$ cat config.mk
export PLATFORM = sky130hd
export DESIGN_NAME = ready_to_drive_sequencer_flat
export DESIGN_NICKNAME = d
export VERILOG_FILES = /design/src/rtd_pkg.sv /design/src/rtd_if.sv /design/src/rtd_cfg_regs.sv /design/src/rtd_step_logic.sv /design/src/rtd_out_buf.sv /design/src/ready_to_drive_sequencer.sv /design/src/flat_wrapper.sv
export SDC_FILE = /design/constraint.sdc
export NUM_CORES = 1
export LEC_CHECK = 0
export BUFFER_PORTS_ARGS = -buffer_cell sky130_fd_sc_hd__buf_2
export CELL_PAD_IN_SITES_DETAIL_PLACEMENT = 0
export CELL_PAD_IN_SITES_GLOBAL_PLACEMENT = 2
export CORE_ASPECT_RATIO = 0.7
export CORE_MARGIN = 1
export CORE_UTILIZATION = 40
export DETAILED_ROUTE_END_ITERATION = 8
export HOLD_SLACK_MARGIN = 0.1
export PLACE_DENSITY_LB_ADDON = 0.25
export SYNTH_ARGS = -nofsm -noshare
export SYNTH_HDL_FRONTEND = slang
export SYNTH_SLANG_ARGS = --single-unit
$ cat constraint.sdc
create_clock -name clk_i -period 10.7 [get_ports clk_i]
set_clock_uncertainty 0.15 [all_clocks]
set_input_delay 0.535 -clock clk_i [delete_from_list [all_inputs] [get_ports clk_i]]
set_output_delay 0.535 -clock clk_i [all_outputs]
set_load 0.1 [all_outputs]
$ cat src/rtd_pkg.sv
// Package with the types and constants of the ready-to-drive sequencer.
`default_nettype none
package rtd_pkg;

  localparam int MODE_W        = 4;
  localparam int TIME_W        = 32;
  localparam int HOLD_W        = 16;
  localparam int BRAKE_W       = 12;
  localparam int BATT_W        = 2;
  localparam int BOARD_FIELD_W = 4;
  localparam int CFG_INDEX_W   = 3;
  localparam int CFG_DATA_W    = 16;

  localparam logic [MODE_W-1:0] MODE_IDLE      = 4'd0;
  localparam logic [MODE_W-1:0] MODE_REQUEST   = 4'd1;
  localparam logic [MODE_W-1:0] MODE_PRECHARGE = 4'd2;
  localparam logic [MODE_W-1:0] MODE_INVCHECK  = 4'd3;
  localparam logic [MODE_W-1:0] MODE_READY     = 4'd4;
  localparam logic [MODE_W-1:0] MODE_BUTTON    = 4'd5;
  localparam logic [MODE_W-1:0] MODE_SHUTDOWN  = 4'd6;
  localparam logic [MODE_W-1:0] MODE_ERROR     = 4'd7;
  localparam logic [MODE_W-1:0] MODE_BATTCHECK = 4'd8;
  localparam logic [MODE_W-1:0] MODE_DRIVING   = 4'd9;

  localparam logic [BATT_W-1:0] BATT_OTHER       = 2'd0;
  localparam logic [BATT_W-1:0] BATT_READY       = 2'd1;
  localparam logic [BATT_W-1:0] BATT_PRECHARGING = 2'd2;
  localparam logic [BATT_W-1:0] BATT_TS_ACTIVE   = 2'd3;

  localparam logic KIND_EVALUATE = 1'b0;
  localparam logic KIND_RESTART  = 1'b1;

  localparam logic [CFG_INDEX_W-1:0] CFG_PRECHARGE_HOLD = 3'd0;
  localparam logic [CFG_INDEX_W-1:0] CFG_DRIVE_HOLD     = 3'd1;
  localparam logic [CFG_INDEX_W-1:0] CFG_BRAKE_THRESH   = 3'd2;
  localparam logic [CFG_INDEX_W-1:0] CFG_BRAKE_EN       = 3'd3;
  localparam logic [CFG_INDEX_W-1:0] CFG_BATTERY_EN     = 3'd4;
  localparam logic [CFG_INDEX_W-1:0] CFG_INVERTER_EN    = 3'd5;

  typedef struct packed {
    logic [HOLD_W-1:0]  precharge_hold_ms;
    logic [HOLD_W-1:0]  drive_hold_ms;
    logic [BRAKE_W-1:0] brake_threshold;
    logic               brake_check_enable;
    logic               battery_check_enable;
    logic               inverter_check_enable;
  } cfg_t;

  typedef struct packed {
    logic                     kind;
    logic [TIME_W-1:0]        now_ms;
    logic                     shutdown_open;
    logic                     heartbeat_ok;
    logic [BATT_W-1:0]        battery_state;
    logic                     precharge_timed_out;
    logic [BOARD_FIELD_W-1:0] board_alive;
    logic [BOARD_FIELD_W-1:0] inverter0_fault;
    logic [BOARD_FIELD_W-1:0] inverter1_fault;
    logic [BRAKE_W-1:0]       brake_level;
    logic                     button_pressed;
  } step_t;

  typedef struct packed {
    logic [MODE_W-1:0] mode;
    logic [TIME_W-1:0] press_start;
    logic              press_active;
    logic              blink_enabled;
  } state_t;

  typedef struct packed {
    logic [MODE_W-1:0] mode;
    logic              mode_changed;
    logic              button_blink_on;
    logic              button_light_on;
    logic              drive_announce;
  } result_t;

endpackage
`default_nettype wire

$ cat src/rtd_if.sv
// Channel interfaces for step samples, results and configuration writes.
`default_nettype none
interface rtd_step_if;
  logic                              valid;
  logic                              ready;
  logic                              kind;
  logic [rtd_pkg::TIME_W-1:0]        now_ms;
  logic                              shutdown_open;
  logic                              heartbeat_ok;
  logic [rtd_pkg::BATT_W-1:0]        battery_state;
  logic                              precharge_timed_out;
  logic [rtd_pkg::BOARD_FIELD_W-1:0] board_alive;
  logic [rtd_pkg::BOARD_FIELD_W-1:0] inverter0_fault;
  logic [rtd_pkg::BOARD_FIELD_W-1:0] inverter1_fault;
  logic [rtd_pkg::BRAKE_W-1:0]       brake_level;
  logic                              button_pressed;

  modport source (
    output valid, kind, now_ms, shutdown_open, heartbeat_ok, battery_state,
           precharge_timed_out, board_alive, inverter0_fault, inverter1_fault,
           brake_level, button_pressed,
    input  ready
  );
  modport sink (
    input  valid, kind, now_ms, shutdown_open, heartbeat_ok, battery_state,
           precharge_timed_out, board_alive, inverter0_fault, inverter1_fault,
           brake_level, button_pressed,
    output ready
  );
endinterface

interface rtd_result_if;
  logic                       valid;
  logic                       ready;
  logic [rtd_pkg::MODE_W-1:0] mode;
  logic                       mode_changed;
  logic                       button_blink_on;
  logic                       button_light_on;
  logic                       drive_announce;

  modport source (
    output valid, mode, mode_changed, button_blink_on, button_light_on, drive_announce,
    input  ready
  );
  modport sink (
    input  valid, mode, mode_changed, button_blink_on, button_light_on, drive_announce,
    output ready
  );
endinterface

interface rtd_cfg_if;
  logic                            valid;
  logic                            ready;
  logic [rtd_pkg::CFG_INDEX_W-1:0] index;
  logic [rtd_pkg::CFG_DATA_W-1:0]  data;

  modport source (output valid, index, data, input ready);
  modport sink (input valid, index, data, output ready);
endinterface
`default_nettype wire

$ cat src/rtd_cfg_regs.sv
// Configuration register file of the ready-to-drive sequencer.
`default_nettype none
module rtd_cfg_regs (
  input  wire logic    clk_i,
  input  wire logic    rst_ni,
  rtd_cfg_if.sink      cfg_i,
  output rtd_pkg::cfg_t cfg_o
);

  rtd_pkg::cfg_t cfg_q, cfg_d;

  assign cfg_i.ready = 1'b1;

  always_comb begin
    cfg_d = cfg_q;
    if (cfg_i.valid) begin
      case (cfg_i.index)
        rtd_pkg::CFG_PRECHARGE_HOLD: cfg_d.precharge_hold_ms = cfg_i.data;
        rtd_pkg::CFG_DRIVE_HOLD:     cfg_d.drive_hold_ms = cfg_i.data;
        rtd_pkg::CFG_BRAKE_THRESH:   cfg_d.brake_threshold = cfg_i.data[rtd_pkg::BRAKE_W-1:0];
        rtd_pkg::CFG_BRAKE_EN:       cfg_d.brake_check_enable = cfg_i.data[0];
        rtd_pkg::CFG_BATTERY_EN:     cfg_d.battery_check_enable = cfg_i.data[0];
        rtd_pkg::CFG_INVERTER_EN:    cfg_d.inverter_check_enable = cfg_i.data[0];
        default: ;
      endcase
    end
  end

  always_ff @(posedge clk_i or negedge rst_ni) begin
    if (!rst_ni) begin
      cfg_q.precharge_hold_ms     <= 16'd1000;
      cfg_q.drive_hold_ms         <= 16'd1000;
      cfg_q.brake_threshold       <= 12'd100;
      cfg_q.brake_check_enable    <= 1'b1;
      cfg_q.battery_check_enable  <= 1'b1;
      cfg_q.inverter_check_enable <= 1'b1;
    end else begin
      cfg_q <= cfg_d;
    end
  end

  assign cfg_o = cfg_q;

endmodule
`default_nettype wire

$ cat src/rtd_step_logic.sv
// Next-mode decision logic for one step sample.
`default_nettype none
module rtd_step_logic #(
  parameter int BOARDS = 4
) (
  input  wire rtd_pkg::cfg_t   cfg_i,
  input  wire rtd_pkg::state_t state_i,
  input  wire rtd_pkg::step_t  step_i,
  output rtd_pkg::state_t      state_o,
  output rtd_pkg::result_t     result_o
);

  localparam int MW = (BOARDS > rtd_pkg::BOARD_FIELD_W) ? BOARDS : rtd_pkg::BOARD_FIELD_W;
  localparam logic [MW-1:0] BMASK = MW'((64'd1 << BOARDS) - 64'd1);

  logic [MW-1:0]              alive_ext;
  logic [MW-1:0]              fault_ext;
  logic                       boards_ok;
  logic                       brake_on;
  logic [rtd_pkg::HOLD_W-1:0] hold_sel;
  logic [rtd_pkg::TIME_W-1:0] elapsed;
  logic                       hold_done;
  logic [rtd_pkg::TIME_W-1:0] start_hold;
  logic                       batt_chk;
  rtd_pkg::state_t            nxt;
  logic                       announce;

  assign alive_ext = MW'(step_i.board_alive);
  assign fault_ext = MW'(step_i.inverter0_fault | step_i.inverter1_fault);
  assign boards_ok = ((alive_ext & BMASK) == BMASK) && ((fault_ext & BMASK) == '0);
  assign brake_on  = !cfg_i.brake_check_enable ||
                     (step_i.brake_level >= cfg_i.brake_threshold);
  assign batt_chk  = cfg_i.battery_check_enable;

  // A press that starts on this step has zero elapsed time and never passes.
  assign hold_sel   = (state_i.mode == rtd_pkg::MODE_BUTTON) ? cfg_i.drive_hold_ms
                                                             : cfg_i.precharge_hold_ms;
  assign elapsed    = step_i.now_ms - state_i.press_start;
  assign hold_done  = step_i.button_pressed && state_i.press_active &&
                      (elapsed > rtd_pkg::TIME_W'(hold_sel));
  assign start_hold = (step_i.button_pressed && !state_i.press_active) ? step_i.now_ms
                                                                       : state_i.press_start;

  always_comb begin
    nxt      = state_i;
    announce = 1'b0;
    if (step_i.kind == rtd_pkg::KIND_RESTART) begin
      nxt.mode          = rtd_pkg::MODE_IDLE;
      nxt.blink_enabled = 1'b1;
      nxt.press_active  = 1'b0;
      nxt.press_start   = '0;
    end else if (state_i.mode <= rtd_pkg::MODE_BUTTON) begin
      if (step_i.shutdown_open) begin
        nxt.mode = rtd_pkg::MODE_SHUTDOWN;
      end else if (!step_i.heartbeat_ok) begin
        nxt.mode = rtd_pkg::MODE_ERROR;
      end else begin
        case (state_i.mode)
          rtd_pkg::MODE_IDLE: begin
            if (batt_chk && step_i.battery_state != rtd_pkg::BATT_READY) begin
              nxt.blink_enabled = 1'b0;
              nxt.mode          = rtd_pkg::MODE_BATTCHECK;
            end else begin
              nxt.press_active = step_i.button_pressed;
              nxt.press_start  = start_hold;
              if (hold_done) begin
                nxt.blink_enabled = 1'b0;
                nxt.mode          = rtd_pkg::MODE_REQUEST;
              end
            end
          end
          rtd_pkg::MODE_REQUEST: begin
            if (!batt_chk || step_i.battery_state == rtd_pkg::BATT_PRECHARGING ||
                step_i.battery_state == rtd_pkg::BATT_TS_ACTIVE) begin
              nxt.mode = rtd_pkg::MODE_PRECHARGE;
            end else if (step_i.battery_state != rtd_pkg::BATT_READY) begin
              nxt.mode = rtd_pkg::MODE_BATTCHECK;
            end
          end
          rtd_pkg::MODE_PRECHARGE: begin
            if (!batt_chk || step_i.battery_state == rtd_pkg::BATT_TS_ACTIVE) begin
              nxt.mode = rtd_pkg::MODE_INVCHECK;
            end else if (step_i.battery_state == rtd_pkg::BATT_READY &&
                         step_i.precharge_timed_out) begin
              nxt.mode          = rtd_pkg::MODE_IDLE;
              nxt.blink_enabled = 1'b1;
              nxt.press_active  = 1'b0;
              nxt.press_start   = '0;
            end else if (step_i.battery_state != rtd_pkg::BATT_PRECHARGING) begin
              nxt.mode = rtd_pkg::MODE_BATTCHECK;
            end
          end
          rtd_pkg::MODE_INVCHECK: begin
            if (!cfg_i.inverter_check_enable || boards_ok) begin
              nxt.blink_enabled = 1'b0;
              nxt.mode          = rtd_pkg::MODE_READY;
            end
          end
          rtd_pkg::MODE_READY: begin
            if (brake_on) begin
              nxt.press_active = 1'b0;
              nxt.press_start  = '0;
              nxt.mode         = rtd_pkg::MODE_BUTTON;
            end
          end
          rtd_pkg::MODE_BUTTON: begin
            if (!brake_on) begin
              nxt.blink_enabled = 1'b0;
              nxt.mode          = rtd_pkg::MODE_READY;
            end else begin
              nxt.press_active = step_i.button_pressed;
              nxt.press_start  = start_hold;
              if (hold_done) begin
                announce = 1'b1;
                nxt.mode = rtd_pkg::MODE_DRIVING;
              end
            end
          end
          default: ;
        endcase
      end
    end
  end

  assign state_o                  = nxt;
  assign result_o.mode            = nxt.mode;
  assign result_o.mode_changed    = (nxt.mode != state_i.mode);
  assign result_o.button_blink_on = nxt.blink_enabled;
  assign result_o.button_light_on = (nxt.mode == rtd_pkg::MODE_BUTTON);
  assign result_o.drive_announce  = announce;

endmodule
`default_nettype wire

$ cat src/rtd_out_buf.sv
// Two-entry result buffer that decouples the step and result channels.
`default_nettype none
module rtd_out_buf (
  input  wire logic             clk_i,
  input  wire logic             rst_ni,
  input  wire logic             push_i,
  input  wire rtd_pkg::result_t data_i,
  output logic                  ready_o,
  rtd_result_if.source          result_o
);

  rtd_pkg::result_t slot_q [2];
  logic             wr_q, wr_d;
  logic             rd_q, rd_d;
  logic [1:0]       cnt_q, cnt_d;
  logic             pop;

  assign pop     = result_o.valid & result_o.ready;
  assign ready_o = (cnt_q != 2'd2);

  always_comb begin
    wr_d  = push_i ? ~wr_q : wr_q;
    rd_d  = pop ? ~rd_q : rd_q;
    cnt_d = cnt_q + 2'(push_i) - 2'(pop);
  end

  always_ff @(posedge clk_i or negedge rst_ni) begin
    if (!rst_ni) begin
      wr_q  <= 1'b0;
      rd_q  <= 1'b0;
      cnt_q <= 2'd0;
    end else begin
      wr_q  <= wr_d;
      rd_q  <= rd_d;
      cnt_q <= cnt_d;
    end
  end

  always_ff @(posedge clk_i) begin
    if (push_i) begin
      slot_q[wr_q] <= data_i;
    end
  end

  assign result_o.valid           = (cnt_q != 2'd0);
  assign result_o.mode            = slot_q[rd_q].mode;
  assign result_o.mode_changed    = slot_q[rd_q].mode_changed;
  assign result_o.button_blink_on = slot_q[rd_q].button_blink_on;
  assign result_o.button_light_on = slot_q[rd_q].button_light_on;
  assign result_o.drive_announce  = slot_q[rd_q].drive_announce;

endmodule
`default_nettype wire

$ cat src/ready_to_drive_sequencer.sv
// Top level of the ready-to-drive sequencer.
// The sequencer takes one step transaction per clock cycle and delivers its result from a
// register: the next mode is decided in a single pass of the step logic from the registered
// mode and press timer, and the result lands in a two-entry output buffer, so steps keep
// flowing while the buffer holds a result; the step channel stalls only when both entries
// wait to be taken. Configuration writes are accepted in every cycle.
`default_nettype none
module ready_to_drive_sequencer #(
  parameter int BOARDS = 4
) (
  input  wire logic    clk_i,
  input  wire logic    rst_ni,
  rtd_step_if.sink     step_i,
  rtd_result_if.source result_o,
  rtd_cfg_if.sink      cfg_i
);

  rtd_pkg::cfg_t    cfg;
  rtd_pkg::step_t   step;
  rtd_pkg::state_t  state_q, state_d;
  rtd_pkg::result_t result;
  logic             buf_ready;
  logic             step_fire;

  assign step.kind                = step_i.kind;
  assign step.now_ms              = step_i.now_ms;
  assign step.shutdown_open       = step_i.shutdown_open;
  assign step.heartbeat_ok        = step_i.heartbeat_ok;
  assign step.battery_state       = step_i.battery_state;
  assign step.precharge_timed_out = step_i.precharge_timed_out;
  assign step.board_alive         = step_i.board_alive;
  assign step.inverter0_fault     = step_i.inverter0_fault;
  assign step.inverter1_fault     = step_i.inverter1_fault;
  assign step.brake_level         = step_i.brake_level;
  assign step.button_pressed      = step_i.button_pressed;

  assign step_i.ready = buf_ready;
  assign step_fire    = step_i.valid & buf_ready;

  rtd_cfg_regs u_cfg (
    .clk_i  (clk_i),
    .rst_ni (rst_ni),
    .cfg_i  (cfg_i),
    .cfg_o  (cfg)
  );

  rtd_step_logic #(
    .BOARDS (BOARDS)
  ) u_logic (
    .cfg_i    (cfg),
    .state_i  (state_q),
    .step_i   (step),
    .state_o  (state_d),
    .result_o (result)
  );

  always_ff @(posedge clk_i or negedge rst_ni) begin
    if (!rst_ni) begin
      state_q.mode          <= rtd_pkg::MODE_IDLE;
      state_q.press_start   <= '0;
      state_q.press_active  <= 1'b0;
      state_q.blink_enabled <= 1'b1;
    end else if (step_fire) begin
      state_q <= state_d;
    end
  end

  rtd_out_buf u_buf (
    .clk_i    (clk_i),
    .rst_ni   (rst_ni),
    .push_i   (step_fire),
    .data_i   (result),
    .ready_o  (buf_ready),
    .result_o (result_o)
  );

endmodule
`default_nettype wire

$ cat src/flat_wrapper.sv
// flat-port wrapper written by rule: the top's interface ports become plain ports
module ready_to_drive_sequencer_flat 
#(
  parameter int BOARDS = 4
)
  (clk_i, rst_ni, step_i_valid, step_i_kind, step_i_now_ms, step_i_shutdown_open, step_i_heartbeat_ok, step_i_battery_state, step_i_precharge_timed_out, step_i_board_alive, step_i_inverter0_fault, step_i_inverter1_fault, step_i_brake_level, step_i_button_pressed, step_i_ready, result_o_valid, result_o_mode, result_o_mode_changed, result_o_button_blink_on, result_o_button_light_on, result_o_drive_announce, result_o_ready, cfg_i_valid, cfg_i_index, cfg_i_data, cfg_i_ready);
  rtd_step_if step_i_i ();
  rtd_result_if result_o_i ();
  rtd_cfg_if cfg_i_i ();
  input  wire logic clk_i;
  input  wire logic rst_ni;
  input wire logic [$bits(step_i_i.valid)-1:0] step_i_valid;
  input wire logic [$bits(step_i_i.kind)-1:0] step_i_kind;
  input wire logic [$bits(step_i_i.now_ms)-1:0] step_i_now_ms;
  input wire logic [$bits(step_i_i.shutdown_open)-1:0] step_i_shutdown_open;
  input wire logic [$bits(step_i_i.heartbeat_ok)-1:0] step_i_heartbeat_ok;
  input wire logic [$bits(step_i_i.battery_state)-1:0] step_i_battery_state;
  input wire logic [$bits(step_i_i.precharge_timed_out)-1:0] step_i_precharge_timed_out;
  input wire logic [$bits(step_i_i.board_alive)-1:0] step_i_board_alive;
  input wire logic [$bits(step_i_i.inverter0_fault)-1:0] step_i_inverter0_fault;
  input wire logic [$bits(step_i_i.inverter1_fault)-1:0] step_i_inverter1_fault;
  input wire logic [$bits(step_i_i.brake_level)-1:0] step_i_brake_level;
  input wire logic [$bits(step_i_i.button_pressed)-1:0] step_i_button_pressed;
  output wire logic [$bits(step_i_i.ready)-1:0] step_i_ready;
  output wire logic [$bits(result_o_i.valid)-1:0] result_o_valid;
  output wire logic [$bits(result_o_i.mode)-1:0] result_o_mode;
  output wire logic [$bits(result_o_i.mode_changed)-1:0] result_o_mode_changed;
  output wire logic [$bits(result_o_i.button_blink_on)-1:0] result_o_button_blink_on;
  output wire logic [$bits(result_o_i.button_light_on)-1:0] result_o_button_light_on;
  output wire logic [$bits(result_o_i.drive_announce)-1:0] result_o_drive_announce;
  input wire logic [$bits(result_o_i.ready)-1:0] result_o_ready;
  input wire logic [$bits(cfg_i_i.valid)-1:0] cfg_i_valid;
  input wire logic [$bits(cfg_i_i.index)-1:0] cfg_i_index;
  input wire logic [$bits(cfg_i_i.data)-1:0] cfg_i_data;
  output wire logic [$bits(cfg_i_i.ready)-1:0] cfg_i_ready;
  assign step_i_i.valid = step_i_valid;
  assign step_i_i.kind = step_i_kind;
  assign step_i_i.now_ms = step_i_now_ms;
  assign step_i_i.shutdown_open = step_i_shutdown_open;
  assign step_i_i.heartbeat_ok = step_i_heartbeat_ok;
  assign step_i_i.battery_state = step_i_battery_state;
  assign step_i_i.precharge_timed_out = step_i_precharge_timed_out;
  assign step_i_i.board_alive = step_i_board_alive;
  assign step_i_i.inverter0_fault = step_i_inverter0_fault;
  assign step_i_i.inverter1_fault = step_i_inverter1_fault;
  assign step_i_i.brake_level = step_i_brake_level;
  assign step_i_i.button_pressed = step_i_button_pressed;
  assign step_i_ready = step_i_i.ready;
  assign result_o_valid = result_o_i.valid;
  assign result_o_mode = result_o_i.mode;
  assign result_o_mode_changed = result_o_i.mode_changed;
  assign result_o_button_blink_on = result_o_i.button_blink_on;
  assign result_o_button_light_on = result_o_i.button_light_on;
  assign result_o_drive_announce = result_o_i.drive_announce;
  assign result_o_i.ready = result_o_ready;
  assign cfg_i_i.valid = cfg_i_valid;
  assign cfg_i_i.index = cfg_i_index;
  assign cfg_i_i.data = cfg_i_data;
  assign cfg_i_ready = cfg_i_i.ready;
  ready_to_drive_sequencer #(.BOARDS(BOARDS)) u_core (.clk_i(clk_i), .rst_ni(rst_ni), .step_i(step_i_i), .result_o(result_o_i), .cfg_i(cfg_i_i));
endmodule
== Word level (Yosys, flattened, before mapping) ==
Memory sizes are Yosys's and may differ from the RTL's.
Cells that the tools add are included.

* Flip-flop bits (word level): 89
* Bits in writable memories: 16
* Input port bits: 87
* Output and inout bits: 11
* Memories: 1

* Add/subtract/negate cells: 3
* Order comparisons: 3
* Equal/unequal tests: 25
* Multiplexer cells: 39
* Bitwise logic cells: 5
* Reductions and logical operators: 29

{| class="wikitable"
|+ Memory list
! name !! words !! width !! read ports !! clocked after memory_dff !! write ports !! RTL line !! RTL
|-
| u_core.u_buf.slot_q || 2 || 8 || 1 || 0 || 1 || rtd_out_buf.sv:12 || <nowiki>rtd_pkg::result_t slot_q [2];</nowiki>
|}

{| class="wikitable"
|+ Operator list
! operator !! count
|-
| $mux W34 || 4
|-
| $pmux W33 S4 || 1
|-
| $mux W38 || 2
|-
| $mux W33 || 2
|-
| $mux W4 || 12
|-
| $mux W37 || 1
|-
| $gt A32 B16 Y1 || 1
|-
| $mux W32 || 1
|-
| $sub A32 B32 Y32 || 1
|-
| $pmux W4 S6 || 1
|-
| $mux W16 || 1
|-
| $ne A3 B3 Y1 const B || 5
|-
| $mux W1 || 13
|-
| $eq A4 B3 Y1 const B || 3
|-
| $ge A12 B12 Y1 || 1
|-
| $reduce_and A2 Y1 || 6
|-
| $reduce_and A10 Y1 || 1
|-
| $eq A4 B2 Y1 const B || 2
|-
| $logic_not A4 Y1 || 2
|-
| $eq A3 B2 Y1 const B || 2
|-
| $eq A3 B3 Y1 const B || 2
|-
| $logic_and A1 B1 Y1 || 6
|-
| $ne A2 B2 Y1 const B || 3
|-
| $reduce_bool A2 Y1 || 3
|-
| other kinds (18) || 28
|}

== Depth between registers and ports, before layout ==
* Depth after elaboration: 12
* Gate-level depth with buffers: 22
* Mapped depth without buffers: 22

== Cells and area by module ==
A second synthesis with hierarchy kept.

* Cells, all modules: 806
* Area total of the unflattened synthesis: 7993.9 µm²

{| class="wikitable"
|+ By module, submodules not included
! module !! times used !! cells each !! area each (µm²)
|-
| rtd_step_logic || 1 || 576 || 3883.7
|-
| rtd_cfg_regs || 1 || 106 || 1845.5
|-
| ready_to_drive_sequencer || 1 || 82 || 1453.9
|-
| rtd_out_buf || 1 || 42 || 810.8
|}

== Worst setup path after synthesis ==
OpenSTA, ideal clock, no wires.

* Path kind: input port to flip-flop
* Start point: input step_i_now_ms[0]
* End point: memory u_core.u_buf.slot_q[0][3] in the netlist's numbering, data pin
* Data arrival time: 4637 ps
* Data required time: 10293 ps
* Slack: 5656 ps
* Stages on the path: 22
* Path through: inv_1 ha_1 fa_1 nand2b_1 a21oi_2 o21bai_1 a211oi_2 nor2_1 xnor2_1 ha_1 nand4_1 nor2_1 a21oi_1 or4b_2 nand2_1 o2111ai_1 nor4_1 nand4_1 and4bb_4 nor4bb_2 or3_1 a21o_1

{| class="wikitable"
|+ RTL lines
! element !! RTL line !! RTL
|-
| start: declaration || flat_wrapper.sv:14 || <nowiki>input wire logic [$bits(step_i_i.now_ms)-1:0] step_i_now_ms;</nowiki>
|-
| end: declaration || rtd_out_buf.sv:12 ||
|}

==> results by group <==
Clocking
  • Cts hold-fix bufs: 1
  • Post-CTS setup buffers: 0
  • H-Tree Depth: 3
  • # clock sinks: 105
  • Clock Latency Late Sink: 0.36 ns
  • CTS Buf Count: 9
  • Clock transition at path regs: 0.08 ns
  • Bufs on Longest Clock Path: 2
  • Resized Gates After CTS: 0
  • Clock root buffer: clkbuf_16
  • CTS tree: done

Worst setup path
  • Critical path data required time: 10.66 ns
  • Reg2reg start: u_core.state_q[2]$_DFFE_PN0P_
  • Kind of critical path: flip-flop to flip-flop
  • Max stage delay cell, worst path: or4b_2
  • Crit path buffers/inverters: 0
  • Highest net fanout along the worst path: 6
  • Worst path top cell family by delay: simple AND/OR/NAND/NOR gates
  • Startpoint class of the critical path: flip-flop
  • Cell count of the worst reg-to-reg path: 21
  • Worst path depth: 21
  • R2r setup slk: 5.34 ns
  • RR Endpoint: u_core.u_buf.slot_q[1][3]$_DFFE_PP_
  • CP max stage delay: 0.60 ns
  • Data arrival time of the critical path: 5.32 ns
  • Crit-path cells: ha_1 -> fa_1 -> nand2b_1 -> a21oi_2 -> o21bai_1 -> a211oi_2 -> nor2_1 -> xnor2_1 -> ha_1 -> nand4_1 -> nor2_1 -> a21oi_1 -> or4b_2 -> nand2_1 -> o2111ai_1 -> nor4_1 -> nand4_1 -> and4bb_4 -> nor4bb_2 -> or3_1 -> a21o_1
  • Crit. End Element: flip-flop

Floorplanning
  • Cell row count: 40
  • Die area: 18800 um2
  • Die Ht: 115 um
  • # IOs: 98
  • Core ar.: 17500 um2
  • Starting Density: 41.7%
  • Die W: 163 um

Global route
  • Number of global-route vias before repair: 5864
  • Initial antenna violation count: 0
  • GR Util All Layers: 21.4%
  • Largest net degree at the start of global routing: 52
  • First-pass GRT wire length: 31300 um
  • GRT overflow: 0

Logic synthesis
  • Leading area contributor after synthesis: dfrtp_1
  • Syn Std Cell Area: 7300 um2
  • Compound-Gate Fraction of Synth Area: 19.3%
  • Post-Syn Area per Cell: 9.62 um2
  • Post-synthesis xor/xnor area fraction: 3.84%
  • Main combinational cell family by area after synthesis: compound AO/OA/AOI/OAI gates
  • Simple-gate area share of the yosys netlist: 13.7%
  • Synth cell types: 83
  • FF+latch count, synth: 105
  • Syn Nets: 908
  • Sequential area share after synthesis: 37.4%
  • Post-synth ARST share: 84.8%
  • Post-synthesis adder-cell area fraction: 10.7%
  • Post-synth EDFFs: 16
  • Post-synth top area share: 24.0%
  • Mapped Cells: 759
  • Most common cell in the netlist: dfrtp_1
  • Mux share of post-synthesis cell area: 9.19%
  • Area contributors post-synth: dfrtp_1 (24%), ha_1 (10%), dfstp_2 (6.8%), mux2_2 (6.8%), edfxtp_1 (6.6%)
  • Syn. warnings: 0
  • Synth top cells by count: dfrtp_1 (70), inv_1 (67), ha_1 (61), nand2_1 (61), a21oi_1 (55)
  • Main synth FF type: dfrtp_1

Timing
  • Max-slew violations: 0
  • Final setup vio count: 0
  • Worst-margin pin slew: 0.786 ns
  • Fin Setup TNS: 0 ns
  • RSZ-0062 raised after global routing: no
  • Peak Freq: 187 MHz
  • Hold slack: 0.257 ns
  • Hold Vio Cnt, Final: 0
  • Min cycle time layout: 5.36 ns
  • Slew HR: 47.6%
  • Final Cycle Share: 50.1%

Final layout
  • Layout net count: 994
  • Layout Cells excl Fill: 1081
  • Synthesis-to-finish area growth: 13.5%
  • Core Util, Final: 47.3%
  • Share of cells above drive strength 1: 24.4%
  • # diodes: 0

Place
  • GPL Wtd Cong: 0.863
  • Inst Count DP: 1064
  • Port buffer count: 96
  • Detailed Place HPWL: 14600 um

Routing
  • Iteration-0 DRC Markers: 451
  • Detail Route Antenna Nets: 0
  • Vias: 5916
  • Drt pass-1 iters: 5
  • Residual DRC: 0
  • WL/cell: 17.4 um
  • Vias per cell: 5.47
  • Detailed Route WL: 18800 um

Power and ir drop
  • P_leak: 3.56 nW
  • Max VDD drop: 0.313 mV
  • Power Dens Cells: 195 nW/um2
  • Final Power: 1.61 mW

Job
  • Max_cap viols: 0

Hold path
  • Hold Path Stages: 2
  • Worst hold path class: input port to flip-flop
  • Hold Path End: u_core.state_q[20]$_DFFE_PN0P_
  • Hold Crit Start: step_i_now_ms[18]

Outcome
  • Outcome: complete, no violations
where the power goes:
group | internal, mW | switching, mW | total [mW]
clock | 0.183 | 0.165 | 0.348
sequential | 0.503 | 0.0648 | 0.568
combinational | 0.253 | 0.446 | 0.699
worst max path at each step:
stage	start	endpoint	slack, ns
after floorplan	step_i_now_ms[0]	u_core.u_buf.slot_q[0][3]$_DFFE_PP_	5.66
after global placement	step_i_now_ms[0]	u_core.u_buf.slot_q[0][3]$_DFFE_PP_	5.13
after detailed placement	step_i_now_ms[0]	u_core.u_buf.slot_q[0][3]$_DFFE_PP_	5.07
after CTS	u_core.state_q[2]$_DFFE_PN0P_	u_core.u_buf.slot_q[0][3]$_DFFE_PP_	5.32
after global routing	u_core.state_q[2]$_DFFE_PN0P_	u_core.u_buf.slot_q[1][3]$_DFFE_PP_	4.92
final	u_core.state_q[2]$_DFFE_PN0P_	u_core.u_buf.slot_q[1][3]$_DFFE_PP_	5.34
flip-flops by register name (all words and copies together), names as in the netlist:
register	count
u_core.state_q	38
u_core.u_buf.cnt_q	2
u_core.u_buf.rd_q	1
u_core.u_buf.slot_q	16
u_core.u_buf.wr_q	1
u_core.u_cfg.cfg_o	47
kinds of logic (layout without fill, tap and decap cells):
group | after synthesis | in the layout
mux | 61 | 61
fa+ha+maj | 62 | 62
xor+xnor | 32 | 32
flops | 105 | 105
compound gates | 208 | 208
buf+inv | 96 | 187
simple gates | 194 | 194
other cells | 1 | 1
layout by cell type (no fill, tap or decap), types with 16 or more instances in the layout:
| cell type | instances |
|---|---|
| a21oi_1 | 55 |
| o21ai_0 | 32 |
| xnor2_1 | 22 |
| inv_1 | 67 |
| mux2i_1 | 16 |
| dfrtp_1 | 70 |
| ha_1 | 61 |
| nand2_1 | 61 |
| dfstp_2 | 19 |
| mux2_2 | 44 |
| edfxtp_1 | 16 |
| buf_2 | 95 |
| a22o_1 | 32 |
| nor2_1 | 43 |
layout make-up:
type / count / area (um2)
fillers: 1671 / 9230
multi-input cells: 558 / 4160
flip-flops and latches: 105 / 2730
repair buffers: 103 / 538
well taps: 231 / 289
clock buffers: 11 / 264
inverters: 68 / 255
clock inverters: 5 / 45.0
per-stage QoR:
step / area, um2 / setup WS (ns)
2_1_floorplan: 7300 / 5.66
3_3_place_gp: 7960 / 5.13
3_5_place_dp: 7960 / 5.07
4_1_cts: 8280 / 5.32
5_1_grt: 8280 / 4.92
6_report: 8280 / 5.34
metal layers:
metal / vias up / track usage, % / wire length, um
met5: - / 0 / 0
met4: 0 / 4.81 / 129
met3: 11 / 3.32 / 1060
met2: 147 / 31.4 / 7820
met1: 2840 / 32.8 / 9810
li1: 2918 / - / -
No activity file was read; power rests on OpenSTA's default activity.
